## src/sv/rsq_pkg.sv

```systemverilog
// ----------------------------------------------------------------------------
// rsq_pkg
// Shared sizes, opcode and state encodings, and the memory request bundle.
// ----------------------------------------------------------------------------
package rsq_pkg;

    localparam int DEPTH      = 1024;
    localparam int VALUE_BITS = 40;

    localparam int ADDR_BITS  = $clog2(DEPTH);
    localparam int IDX_BITS   = 10;
    localparam int VAL_IN_BITS = 40;
    localparam int TOTAL_BITS = 50;

    localparam int ROOT_STEPS = (VALUE_BITS + 1) / 2;
    localparam int ROOT_BITS  = ROOT_STEPS;
    localparam int PAD_BITS   = 2 * ROOT_STEPS;
    localparam int REM_BITS   = ROOT_BITS + 2;
    localparam int CNT_BITS   = $clog2(ROOT_STEPS + 1);

    typedef enum logic [1:0] {
        FUNC_LOAD   = 2'd0,
        FUNC_ROOT   = 2'd1,
        FUNC_ASSIGN = 2'd2,
        FUNC_SUM    = 2'd3
    } func_t;

    typedef enum logic [7:0] {
        S_IDLE   = 8'b0000_0001,
        S_ASSIGN = 8'b0000_0010,
        S_SUM    = 8'b0000_0100,
        S_DRAIN  = 8'b0000_1000,
        S_FIN    = 8'b0001_0000,
        S_RREAD  = 8'b0010_0000,
        S_RSTART = 8'b0100_0000,
        S_RRUN   = 8'b1000_0000
    } state_t;

    typedef struct packed {
        logic                  we;
        logic [ADDR_BITS-1:0]  waddr;
        logic [VALUE_BITS-1:0] wdata;
        logic                  re;
        logic [ADDR_BITS-1:0]  raddr;
    } mem_req_t;

endpackage

```

## src/sv/rsq_root.sv

```systemverilog
// ----------------------------------------------------------------------------
// rsq_root
// Iterative floor square root, one root bit per cycle.
// ----------------------------------------------------------------------------
module rsq_root (
    input  logic                           clk,
    input  logic                           rst_n,
    input  logic                           start,
    input  logic [rsq_pkg::VALUE_BITS-1:0] operand,
    output logic                           done,
    output logic [rsq_pkg::ROOT_BITS-1:0]  root
);

    logic                          busy_reg, busy_next;
    logic                          done_reg, done_next;
    logic [rsq_pkg::CNT_BITS-1:0]  cnt_reg, cnt_next;
    logic [rsq_pkg::PAD_BITS-1:0]  opnd_reg, opnd_next;
    logic [rsq_pkg::REM_BITS-1:0]  rem_reg, rem_next;
    logic [rsq_pkg::ROOT_BITS-1:0] root_reg, root_next;

    logic [rsq_pkg::REM_BITS-1:0]  rem_sh;
    logic [rsq_pkg::REM_BITS-1:0]  trial;

    always_comb
    begin
        rem_sh    = {rem_reg[rsq_pkg::REM_BITS-3:0], opnd_reg[rsq_pkg::PAD_BITS-1 -: 2]};
        trial     = {root_reg, 2'b01};
        busy_next = busy_reg;
        done_next = 1'b0;
        cnt_next  = cnt_reg;
        opnd_next = opnd_reg;
        rem_next  = rem_reg;
        root_next = root_reg;
        if (start)
        begin
            busy_next = 1'b1;
            cnt_next  = rsq_pkg::CNT_BITS'(rsq_pkg::ROOT_STEPS);
            opnd_next = rsq_pkg::PAD_BITS'(operand);
            rem_next  = '0;
            root_next = '0;
        end
        else if (busy_reg)
        begin
            opnd_next = opnd_reg << 2;
            cnt_next  = cnt_reg - 1'b1;
            if (rem_sh >= trial)
            begin
                rem_next  = rem_sh - trial;
                root_next = {root_reg[rsq_pkg::ROOT_BITS-2:0], 1'b1};
            end
            else
            begin
                rem_next  = rem_sh;
                root_next = {root_reg[rsq_pkg::ROOT_BITS-2:0], 1'b0};
            end
            if (cnt_reg == rsq_pkg::CNT_BITS'(1))
            begin
                busy_next = 1'b0;
                done_next = 1'b1;
            end
        end
    end

    always_ff @(posedge clk or negedge rst_n)
    begin
        if (!rst_n)
        begin
            busy_reg <= 1'b0;
            done_reg <= 1'b0;
            cnt_reg  <= '0;
        end
        else
        begin
            busy_reg <= busy_next;
            done_reg <= done_next;
            cnt_reg  <= cnt_next;
        end
    end

    always_ff @(posedge clk)
    begin
        opnd_reg <= opnd_next;
        rem_reg  <= rem_next;
        root_reg <= root_next;
    end

    assign done = done_reg;
    assign root = root_reg;

    a_start_idle: assert property (@(posedge clk) disable iff (!rst_n)
        start |-> !busy_reg)
        else $error("root start while busy");

    a_done_after_busy: assert property (@(posedge clk) disable iff (!rst_n)
        done_reg |-> $past(busy_reg) && !busy_reg)
        else $error("root done without a finished run");

    a_busy_count: assert property (@(posedge clk) disable iff (!rst_n)
        busy_reg |-> cnt_reg != '0)
        else $error("root busy with empty step count");

endmodule

```

## config.mk

```make
export PLATFORM = sky130hd
export DESIGN_NAME = rsq_root
export DESIGN_NICKNAME = d
export VERILOG_FILES = /design/src/sv/rsq_pkg.sv /design/src/sv/rsq_root.sv
export SDC_FILE = /design/constraint.sdc
export NUM_CORES = 1
export LEC_CHECK = 0
export BUFFER_PORTS_ARGS = -buffer_cell sky130_fd_sc_hd__buf_4
export CAP_MARGIN = 20
export CORE_MARGIN = 5
export CORE_UTILIZATION = 62
export DETAILED_ROUTE_END_ITERATION = 8
export GPL_TIMING_DRIVEN = 0
export HOLD_SLACK_MARGIN = 0.05
export PLACE_DENSITY = 0.95
export SYNTH_ARGS = -nofsm -noshare
export SYNTH_HDL_FRONTEND = slang
export SYNTH_SLANG_ARGS = --single-unit
```

## constraint.sdc

```tcl
create_clock -name clk -period 6.6 [get_ports clk]
set_clock_uncertainty 0.15 [all_clocks]
set_input_delay 0 -clock clk [delete_from_list [all_inputs] [get_ports clk]]
set_output_delay 0 -clock clk [all_outputs]
set_load 0.02 [all_outputs]
```

* Word-level counts from Yosys, hierarchy flattened *
Index checks and enable logic that the tools add are counted.

operators by class
  multiplexer cells = 12
  $add $sub $neg = 2
  reductions and logical operators = 1
  order comparisons = 1
  equality and inequality tests = 1

operators with widths
  operator               number
  $mux W40               2
  $ge A22 B22 Y1         1
  $mux W20               1
  $sub A20 B20 Y20       1
  $mux W5                2
  $mux W1                7
  $eq A5 B1 Y1 const B   1
  $sub A5 B1 Y5 const B  1
  $reduce_bool A2 Y1     1

storage, ports and cells
  input bits = 43
  bits in registers = 87
  logic and storage cells = 23
  output and inout port bits = 21

* Logic depth before layout (Yosys ltp) *
Gate-level depths: netlist (run 1).

  word-level depth = 4
  gate-level depth with buffers = 12
  mapped depth without buffers = 10

* Worst setup path before layout (run 1) *
No wires, ideal clock.

  path kind = reg2reg
  start point = register root_reg (netlist bit root[0])
  end point = register rem_reg[16] in the netlist's numbering
  arrival = 2.518 ns
  data required time = 6.371 ns
  setup time = 0.079 ns
  slack = 3.853 ns
  cell stages (with the launch flop) = 13
  clock period less this slack = 2.747 ns
  buffers on the path = 2
  cell sequence = dfxtp_1 -> inv_1 -> ha_1 -> nor2b_4 -> o21ai_2 -> a21oi_2 -> o31a_1 -> a21o_1 -> o21a_1 -> buf_6 -> buf_6 -> mux2i_1 -> a211oi_2

on the way
  longest elaborated chain between the ends = 2
  elaborated cells between the ends (all ways) = 3
  those cells by class = add/sub: 1; order compare: 1; mux: 1

ends and longest elaborated chain
  what                                                line                            source
  from (decl)                                         rsq_root.sv:19                  logic [rsq_pkg::ROOT_BITS-1:0] root_reg, root_next;
  from (signal assigned)                              rsq_root.sv:84                  root_reg <= root_next;
  $sub A20 B20 Y20 or $ge A22 B22 Y1 (tied branches)  rsq_root.sv:48, rsq_root.sv:46
  $mux W20 (*)                                        rsq_root.sv:46                  if (rem_sh >= trial)
  to (signal assigned)                                rsq_root.sv:83                  rem_reg <= rem_next;
  to (decl)                                           rsq_root.sv:18                  logic [rsq_pkg::REM_BITS-1:0] rem_reg, rem_next;

Every way passes the cells marked *; elsewhere a longest branch is shown, timed or not.
A chain may end at the register's enable or synchronous reset.

* Worst setup path in the final report (run 1) *
  start point = register root_reg (netlist bit root[0])
  end point = register rem_reg[15] in the netlist's numbering

Same word-level chain as after synthesis.

==> results of run 1 <==
## worst paths after layout
| check | from | end | slack [ns] |
|---|---|---|---|
| setup reg to reg | root[0]$_SDFFE_PP0P_ | rem_reg[15]$_SDFFE_PP0P_ | 3.52 |
| setup / recovery | root[0]$_SDFFE_PP0P_ | rem_reg[15]$_SDFFE_PP0P_ | 3.52 |
| hold / removal | operand[25] | opnd_reg[25]$_DFFE_PP_ | 0.31 |
| max in group asynchronous | rst_n | busy_reg$_DFF_PN0_ | 5.49 |
| min in group asynchronous | rst_n | cnt_reg[1]$_DFFE_PN0P_ | 0.48 |
| hold reg to reg | rem_reg[8]$_SDFFE_PP0P_ | rem_reg[8]$_SDFFE_PP0P_ | 0.38 |
## per-layer routing
metal / GRT usage, % / part of all wire (%)
met1: 33.8 / 38
met5: 0 / 0
met2: 45.1 / 48
met3: 5.54 / 8.3
met4: 15.8 / 5.5
## worst max-delay path: cells and delay by family, from the launching register on
kind                       cells  cell delay [ns]
DFF                            1             0.43
muxes                          1             0.21
AOI/OAI and AO/OA              6             1.22
and+or+nand+nor                1             0.17
adders and majority gates      1             0.37
buffers and inverters          3             0.39
## logic make-up (layout without fill, tap and decap cells)
group                      count (synthesis)  in the layout
AOI/OAI and AO/OA                         76             76
xor gates and xnor gates                  20             20
adders and majority gates                 24             24
buffers and inverters                     53            175
DFF                                       87             87
muxes                                     67             67
and+or+nand+nor                          108            108
## area by class of cell
type | count | area [um^2] | area share (%)
Multi-Input combinational cell | 295 | 2270 | 38.5
Sequential cell | 87 | 2180 | 36.9
Timing Repair Buffer | 106 | 903 | 15.3
Inverter | 34 | 128 | 2.16
Clock buffer | 9 | 124 | 2.10
Tap cell | 99 | 124 | 2.10
Buffer | 19 | 93.8 | 1.59
Clock inverter | 7 | 83.8 | 1.42
## metrics by stage
| step | cells | hold slack (ns) | util [%] | setup slack (ns) |
|---|---|---|---|---|
| after detailed placement | 597 | -0.332 | 72.2 | 3.64 |
| after CTS | 656 | 0.312 | 81.0 | 3.60 |
| after global routing | 656 | 0.307 | 81.0 | 3.39 |
| after floorplan | 435 | -0.446 | - | 3.85 |
| final | 656 | 0.306 | 81.0 | 3.52 |
| after global placement | 597 | -0.336 | 72.2 | 3.72 |
## timing repair
item	CTS	global route
hold endpoints to repair	54	0
setup endpoints to repair	0	0
hold buffers	43	0
## cell usage in the layout (no fill, tap or decap), types with 3 or more instances in the layout
cell	count
clkbuf_1	12
nand4_1	3
inv_1	34
buf_1	4
clkbuf_8	9
dfxtp_1	40
o21ai_0	5
nand2_1	25
o211ai_1	3
xor2_1	5
buf_6	3
mux2_2	38
buf_4	63
mux2i_1	29
dfrtp_1	7
nor2_1	52
a21oi_1	18
o21a_1	3
ha_1	24
edfxtp_1	40
xnor2_1	15
a21o_1	9
nor3_1	4
dlygate4sd3_1	43
nand3_1	4
a211oi_1	11
inv_6	4
a311oi_2	6
## power by group
group | total (mW) | internal [mW] | switching (mW) | leakage, nW
Clock | 0.412 | 0.183 | 0.229 | 0.103
Combinational | 1.11 | 0.511 | 0.595 | 1.64
Sequential | 0.708 | 0.647 | 0.0602 | 0.835
Total | 2.23 | 1.34 | 0.884 | 2.58
==> impl_metrics.csv, run 1 <==
group,metric,value,unit
setup_path,cp-start-kind,"flop",
place,hpwl,7.65,mm
floorplan,initial_core_util,64.1,%
setup_path,cp_max_fo,10,
global_routing,grt_pass1_vias,3977,
global_routing,grt_pass1_wl,20.5,mm
route,drc,0,
route,wl,12.7,mm
timing,fin_setup_tns,0,ns
floorplan,chipWidth,96.8,um
timing,period_share,46.6,%
run,cap_viol_max_count,0,
min_path,hold-path-cell-count,3,
clock_network,root_buffer,"clkbuf_8",
clock_network,postCtsSetupRepairBufs,0,
global_routing,grt.overflow.total,0,
logic_synthesis,syn-cell-area,0.00467,mm^2
route,routedWlPerCell,19.4,um
floorplan,io_pins,64,
logic_synthesis,ys_warn_count,0,
floorplan,dieArea,0.00937,mm^2
setup_path,cp_slowest_cell,"dfxtp_1",
logic_synthesis,synth-simple-area-share,10.6,%
clock_network,path_clk_slew,0.11,ns
global_routing,antenna_found_initial,0,
place,numPortBuffers,63,
floorplan,coreArea,0.00729,mm^2
route,vias,3928,
setup_path,cp_cell_sequence,"inv_1, ha_1, nor2b_4, o21ai_2, a21oi_2, o31a_1, a21o_1, o21a_1, buf_6, buf_6, mux2i_1, o22ai_1",
setup_path,arrival,3.15,ns
layout,final_nets,619,
power_and_ir_drop,leakage,2.58,nW
clock_network,cts_tree,"yes",
place,gp_congestion,0.882,
route,drt_pass1_iterations,6,
timing,rsz0062_at_grt,"no",
timing,hold_viol,0,
global_routing,grt_max_degree,42,
min_path,hold_class,"in -> reg",
global_routing,globalRouteTotalUtil,27.6,%
clock_network,cts_buffers,9,
timing,setup_violations,0,
logic_synthesis,yosys.cell_count.top_type,"nor2_1",
timing,fmax,325,MHz
outcome,status,"complete, no violations",
layout,largest_register_ffs,40,
logic_synthesis,avgSynthCellArea,10.7,um^2
setup_path,r2r_cells,12,
setup_path,crit_required,6.67,ns
power_and_ir_drop,power.total,2.23,mW
route,ant_nets,0,
logic_synthesis,syn_nets,502,
layout,diodes,0,
logic_synthesis,synth_mux_area_share,15.4,%
logic_synthesis,synth_edf_count,40,
layout,final_layout_size_suffix_gt1_share,24.2,%
logic_synthesis,synth_area_leaders,"edfxtp_1, dfxtp_1, mux2_2",
floorplan,placementRows,31,
floorplan,die_h,96.8,um
clock_network,cts_max_level,3,
logic_synthesis,synth_flop_cell,"edfxtp_1",
setup_path,cp_common_cell,"buf_6",
logic_synthesis,synth_fa_ha_area_share,6.43,%
setup_path,max_stage_delay,0.43,ns
timing,slew_headroom,32.9,%
clock_network,clkLatencyLatePin,0.38,ns
power_and_ir_drop,power_density,377,mW/mm^2
layout,area_growth,26.4,%
logic_synthesis,synth_top_area_share,25.7,%
logic_synthesis,yosys.area.top_type,"edfxtp_1",
power_and_ir_drop,vdd_drop_max,0.212,mV
logic_synthesis,ys_seq_area_share,46.6,%
layout,final_area,0.00591,mm^2
logic_synthesis,ys_top_cells_by_count,"nor2_1, dfxtp_1, edfxtp_1",
layout,fillers,405,
logic_synthesis,synthCells,435,
timing,worst_slew_pin_slew,1.01,ns
route,avgViaCountPerCell,5.99,
logic_synthesis,synth_cell_type_count,54,
place,place_area,0.00527,mm^2
logic_synthesis,synth_top_family_by_area,"multiplexers",
setup_path,endpoint_kind,"flop",
clock_network,clk_path_buf_depth,2,
timing,slew_viol_final,0,
clock_network,clock_sinks,87,
logic_synthesis,synth_xor_area_share,3.75,%
logic_synthesis,synth_compound_area_share,12.5,%
logic_synthesis,synth-seq-cells,87,
logic_synthesis,synthArstFlopShare,8.05,%
timing,min_period,3.08,ns
clock_network,cts-resized-gates,0,
setup_path,path_class,"reg -> reg",
route,drt_first_iter_violations,372,
(Power assumes the default switching activity.)
==> run 2: changes to the inputs <==
--- a/config.mk
+++ b/config.mk
@@ -8,11 +8,11 @@
 export BUFFER_PORTS_ARGS = -buffer_cell sky130_fd_sc_hd__buf_4
 export CAP_MARGIN = 20
 export CORE_MARGIN = 5
-export CORE_UTILIZATION = 62
+export CORE_UTILIZATION = 52
 export DETAILED_ROUTE_END_ITERATION = 8
 export GPL_TIMING_DRIVEN = 0
 export HOLD_SLACK_MARGIN = 0.05
-export PLACE_DENSITY = 0.95
+export PLACE_DENSITY = 0.87
 export SYNTH_ARGS = -nofsm -noshare
 export SYNTH_HDL_FRONTEND = slang
 export SYNTH_SLANG_ARGS = --single-unit
==> constraint.sdc (replaced) <==
create_clock -name clk -period 2.8 [get_ports clk]
set_clock_uncertainty 0.15 [all_clocks]
set_input_delay 0 -clock clk [delete_from_list [all_inputs] [get_ports clk]]
set_output_delay 0 -clock clk [all_outputs]
set_load 0.02 [all_outputs]
==> impl_metrics.csv, run 2 (synthesized netlist as in run 1, its figures left out) <==
group,metric,value,unit
power_and_ir_drop,vdd_drop_max,0.449,mV
setup_path,cp-start-kind,"flop",
place,gp_congestion,0.909,
route,avgViaCountPerCell,5.73,
clock_network,root_buffer,"clkbuf_8",
timing,fin_setup_tns,0,ns
layout,final_common_cell,"buf_4",
setup_path,cp_max_fo,10,
floorplan,chipWidth,105,um
layout,final_cells,669,
power_and_ir_drop,power.total,5.47,mW
floorplan,initial_core_util,53.6,%
timing,fmax,358,MHz
layout,area_growth,30.3,%
place,post-place-cells,606,
floorplan,coreArea,0.00872,mm^2
global_routing,antenna_found_initial,0,
min_path,hold_path_end,"opnd_reg[0]$_SDFFCE_PN0P_",
timing,worst_slew_pin_slew,0.953,ns
global_routing,grt_pass1_vias,3886,
power_and_ir_drop,power_density,899,mW/mm^2
place,numPortBuffers,63,
timing,min_period,2.79,ns
layout,final_nets,623,
clock_network,clk_path_buf_depth,2,
route,drt_first_iter_violations,351,
setup_path,path_class,"reg -> reg",
setup_path,crit_required,2.94,ns
min_path,hold_class,"in -> reg",
timing,period_share,99.7,%
run,cap_viol_max_count,0,
clock_network,clkLatencyLatePin,0.38,ns
clock_network,cts_max_level,3,
outcome,status,"complete, no violations",
route,drt_pass1_iterations,5,
route,routedWlPerCell,19.0,um
global_routing,grt.overflow.total,0,
setup_path,endpoint_kind,"flop",
setup_path,r2r_cells,12,
route,vias,3836,
timing,hold_viol,0,
layout,diodes,0,
floorplan,io_pins,64,
place,hpwl,7.28,mm
power_and_ir_drop,leakage,2.61,nW
global_routing,grt_pass1_wl,19.3,mm
global_routing,grt_max_degree,42,
clock_network,cts_buffers,9,
clock_network,clock_sinks,87,
route,ant_nets,0,
setup_path,reg2reg_setup_slack,0.009,ns
layout,final_layout_size_suffix_gt1_share,29.8,%
route,wl,12.7,mm
timing,setup_violations,0,
layout,largest_register_ffs,40,
setup_path,arrival,2.93,ns
timing,slew_headroom,36.5,%
timing,slew_viol_final,0,
floorplan,placementRows,34,
global_routing,globalRouteTotalUtil,21.9,%
clock_network,path_clk_slew,0.10,ns
setup_path,r2r-start,"opnd_reg[38]$_DFFE_PP_",
clock_network,cts_tree,"yes",
setup_path,regToRegEndpoint,"rem_reg[16]$_SDFFE_PP0P_",
floorplan,dieArea,0.0110,mm^2
layout,fillers,571,
min_path,hold-path-cell-count,3,
layout,final_cell_mix,"buf_4, nor2_1, dlygate4sd3_1",
route,drc,0,
floorplan,die_h,105,um
min_path,min_from,"operand[0]",
-- run 2: changes by cell type in the layout (fill, tap and decap cells not counted), moves of 3 or more --
cell     change
a21oi_1      -4
a21oi_2      +4
buf_4        +4
dfxtp_1     -10
dfxtp_2     +10
ha_1         -9
ha_2         +3
ha_4         +6
-- run 2: worst max-delay path, cell delays in order (launching register included) --
cell      delay (ns)
edfxtp_1        0.47
inv_1           0.13
ha_2            0.23
nor2b_4         0.05
o21ai_2         0.17
a21oi_2         0.10
o31a_1          0.29
a21o_1          0.21
o21a_1          0.21
buf_6           0.16
buf_12          0.15
mux2i_4         0.19
a211oi_2        0.22
-- run 2: worst max-delay path by stage --
stage / startpoint / endpoint / cells after the start
6_report: opnd_reg[38]$_DFFE_PP_ / rem_reg[16]$_SDFFE_PP0P_ / 12
5_1_grt: opnd_reg[38]$_DFFE_PP_ / rem_reg[16]$_SDFFE_PP0P_ / 12
4_1_cts: root[5]$_SDFFE_PP0P_ / rem_reg[16]$_SDFFE_PP0P_ / 10
3_5_place_dp: root[0]$_SDFFE_PP0P_ / rem_reg[16]$_SDFFE_PP0P_ / 12
3_3_place_gp: root[0]$_SDFFE_PP0P_ / rem_reg[16]$_SDFFE_PP0P_ / 12
2_1_floorplan: root[0]$_SDFFE_PP0P_ / rem_reg[16]$_SDFFE_PP0P_ / 12
-- run 2: metal layers --
layer  GRT usage (%)  share of wire (%)  wire length, um  up-vias
met5               0                  0                0        -
met3            5.12                6.1              778       28
li1                -                  -                -     1802
met1            25.0                 39             5000     1839
met2            39.1                 52             6610      167
met4            9.04                2.7              346        0
-- run 2: repair_timing --
item | in CTS | in global routing
buffers inserted | 2 | 2
resized for setup | 6 | 29
endpoints found under the setup margin | 8 | 11
hold buffers | 43 | 0
endpoints found under the hold margin | 54 | 0
pin swaps | 3 | 4
-- run 2: layout make-up --
type                       instances  area [um^2]  share of cell area, %
clock buffer                       9          124                   2.04
sequential                        87         2190                   36.0
timing repair buffer             110          933                   15.3
multi-input combinational        295         2400                   39.5
tap                              108          135                   2.22
inverter                          34          128                   2.10
buffer                            19          103                   1.69
clock inverter                     7         72.6                   1.19
-- run 2: power breakdown --
part / leakage (nW) / switching (mW) / internal (mW)
Combinational: 1.68 / 1.50 / 1.40
Clock: 0.0970 / 0.545 / 0.350
Sequential: 0.840 / 0.148 / 1.53
-- run 2: through the flow --
stage                     utilization [%]  worst slack (ns)  hold slack [ns]  instance area, um^2
after floorplan                         -            0.0527           -0.446                 4670
after global placement               60.5           -0.0558           -0.334                 5280
after detailed placement             60.5            -0.134           -0.336                 5280
after CTS                            68.2           -0.0320            0.295                 5950
after global routing                 69.8           -0.0606            0.313                 6090
final                                69.8           0.00894            0.297                 6090
==> run 3: changes to the inputs <==
--- a/config.mk
+++ b/config.mk
@@ -12,7 +12,9 @@
 export DETAILED_ROUTE_END_ITERATION = 8
 export GPL_TIMING_DRIVEN = 0
 export HOLD_SLACK_MARGIN = 0.05
+export MAX_ROUTING_LAYER = met4
 export PLACE_DENSITY = 0.87
+export SETUP_SLACK_MARGIN = 0.05
 export SYNTH_ARGS = -nofsm -noshare
 export SYNTH_HDL_FRONTEND = slang
 export SYNTH_SLANG_ARGS = --single-unit
==> impl_metrics.csv, run 3 (synthesized netlist as in run 1, its figures left out) <==
group,metric,value,unit
outcome,status,"complete, no violations",
place,post-place-cells,606,
power_and_ir_drop,p_sw,2.20,mW
setup_path,cp-start-kind,"flop",
setup_path,path_class,"reg -> reg",
floorplan,chipWidth,105,um
timing,slew_viol_final,0,
floorplan,io_pins,64,
route,drt_first_iter_violations,284,
power_and_ir_drop,vdd_drop_max,0.441,mV
clock_network,clock_sinks,87,
route,wl,12.7,mm
floorplan,coreArea,0.00872,mm^2
route,wl_met2,6.55,mm
route,drc,0,
place,place_ws,-0.0802,ns
power_and_ir_drop,p_sw_share,39.5,%
floorplan,initial_core_util,53.6,%
layout,fillers,577,
route,wl_met3,642,um
global_routing,grt_pass1_vias,3873,
layout,largest_register_ffs,40,
timing,slew_headroom,33.7,%
layout,seq_area,0.00219,mm^2
clock_network,path_clk_slew,0.11,ns
route,ant_nets,0,
power_and_ir_drop,power.total,5.57,mW
place,gp_congestion,0.910,
power_and_ir_drop,seqPwrFrac,29.9,%
route,routedWlPerCell,18.8,um
setup_path,crit_required,2.94,ns
route,wl_met1,5.07,mm
timing,holdWs,0.310,ns
layout,finish.utilization,70.2,%
place,place_area,0.00528,mm^2
place,hpwl,7.64,mm
route,drt_pass1_iterations,4,
global_routing,grt_pass1_wl,19.7,mm
global_routing,globalRouteTotalUtil,23.3,%
timing,worst_slew_pin_slew,0.994,ns
setup_path,cp_max_fo,6,
timing,fin_setup_tns,0,ns
route,avgViaCountPerCell,5.66,
timing,period_share,97.8,%
route,vias,3816,
timing,setup_violations,0,
timing,hold_viol,0,
floorplan,die_h,105,um
floorplan,placementRows,34,
layout,final_common_cell,"buf_4",
timing,min_period,2.74,ns
timing,worst_slack,0.0628,ns
layout,final_area,0.00613,mm^2
setup_path,arrival,2.88,ns
layout,multiInputGateArea,0.00240,mm^2
layout,diodes,0,
clock_network,cts_max_level,3,
layout,final_cell_mix,"buf_4, nor2_1, dlygate4sd3_1",
timing,fmax,365,MHz
clock_network,cts_buffers,9,
global_routing,antenna_found_initial,0,
clock_network,clk_path_buf_depth,2,
power_and_ir_drop,leakage,2.63,nW
power_and_ir_drop,p_comb_share,53.7,%
power_and_ir_drop,power_density,910,mW/mm^2
power_and_ir_drop,clkPwrFrac,16.4,%
setup_path,endpoint_kind,"flop",
min_path,hold_class,"in -> reg",
run,cap_viol_max_count,0,
clock_network,root_buffer,"clkbuf_8",
clock_network,clkLatencyLatePin,0.39,ns
floorplan,dieArea,0.0110,mm^2
global_routing,grt.overflow.total,0,
timing,rsz0062_at_grt,"yes",
clock_network,cts_tree,"yes",
layout,final_cells,674,
route,top_layer,"met4",
layout,final_nets,628,
layout,area_growth,31.2,%
global_routing,grt_max_degree,42,
power_and_ir_drop,internal_power,3.37,mW
layout,final_layout_size_suffix_gt1_share,31.1,%
place,numPortBuffers,63,
[run 3: power by group through the flow]
stage | clock [mW] | sequential [mW] | combinational [mW]
after floorplan | 0 | 1.64 | 1.95
after global placement | 0 | 1.66 | 2.35
after detailed placement | 0 | 1.67 | 2.43
after CTS | 0.898 | 1.65 | 2.64
after global routing | 0.969 | 1.68 | 3.22
final | 0.914 | 1.67 | 2.99
[run 3: critical path, stage by stage (launching register included)]
cell and delay (ns):
dfxtp_2 0.34, inv_1 0.07, ha_4 0.26, nor2b_4 0.13, o21ai_2 0.18, a21oi_2 0.09
o31a_1 0.33, a21o_1 0.23, o21a_1 0.22, buf_6 0.14, buf_4 0.13, mux2i_1 0.11
a211oi_1 0.26
[run 3: final timing paths]
kind | start | end | slack [ns] | cells past startpoint
min | operand[29] | opnd_reg[29]$_DFFE_PP_ | 0.31 | 3
max reg2reg | root[0]$_SDFFE_PP0P_ | rem_reg[3]$_SDFFE_PP0P_ | 0.06 | 12
max | root[0]$_SDFFE_PP0P_ | rem_reg[3]$_SDFFE_PP0P_ | 0.06 | 12
max in group asynchronous | rst_n | busy_reg$_DFF_PN0_ | 1.83 | 3
min reg2reg | rem_reg[15]$_SDFFE_PP0P_ | rem_reg[15]$_SDFFE_PP0P_ | 0.37 | 2
min in group asynchronous | rst_n | cnt_reg[1]$_DFFE_PN0P_ | 0.42 | 3
[run 3: metal layers]
| layer | vias up | track usage, % |
|---|---|---|
| li1 | 1815 | - |
| met1 | 1853 | 26.7 |
| met2 | 115 | 39.7 |
| met3 | 33 | 3.82 |
| met4 | 0 | 10.7 |
| met5 | - | - |
[run 3: area by class of cell]
cell class                      count  share of cell area [%]
Inverter                           34                    2.08
Clock buffer                        9                    2.02
Timing Repair Buffer              115                    15.8
Clock inverter                      7                    1.16
Multi-Input combinational cell    295                    39.2
Buffer                             19                    1.67
Tap cell                          108                    2.21
Sequential cell                    87                    35.8
[run 3: timing repair]
item	CTS	global route
gates cloned	0	0
setup endpoints to repair	19	12
pin swaps	4	6
endpoints found under the hold margin	54	0
hold buffers	43	0
gates resized for setup	20	17
setup buffers	4	5
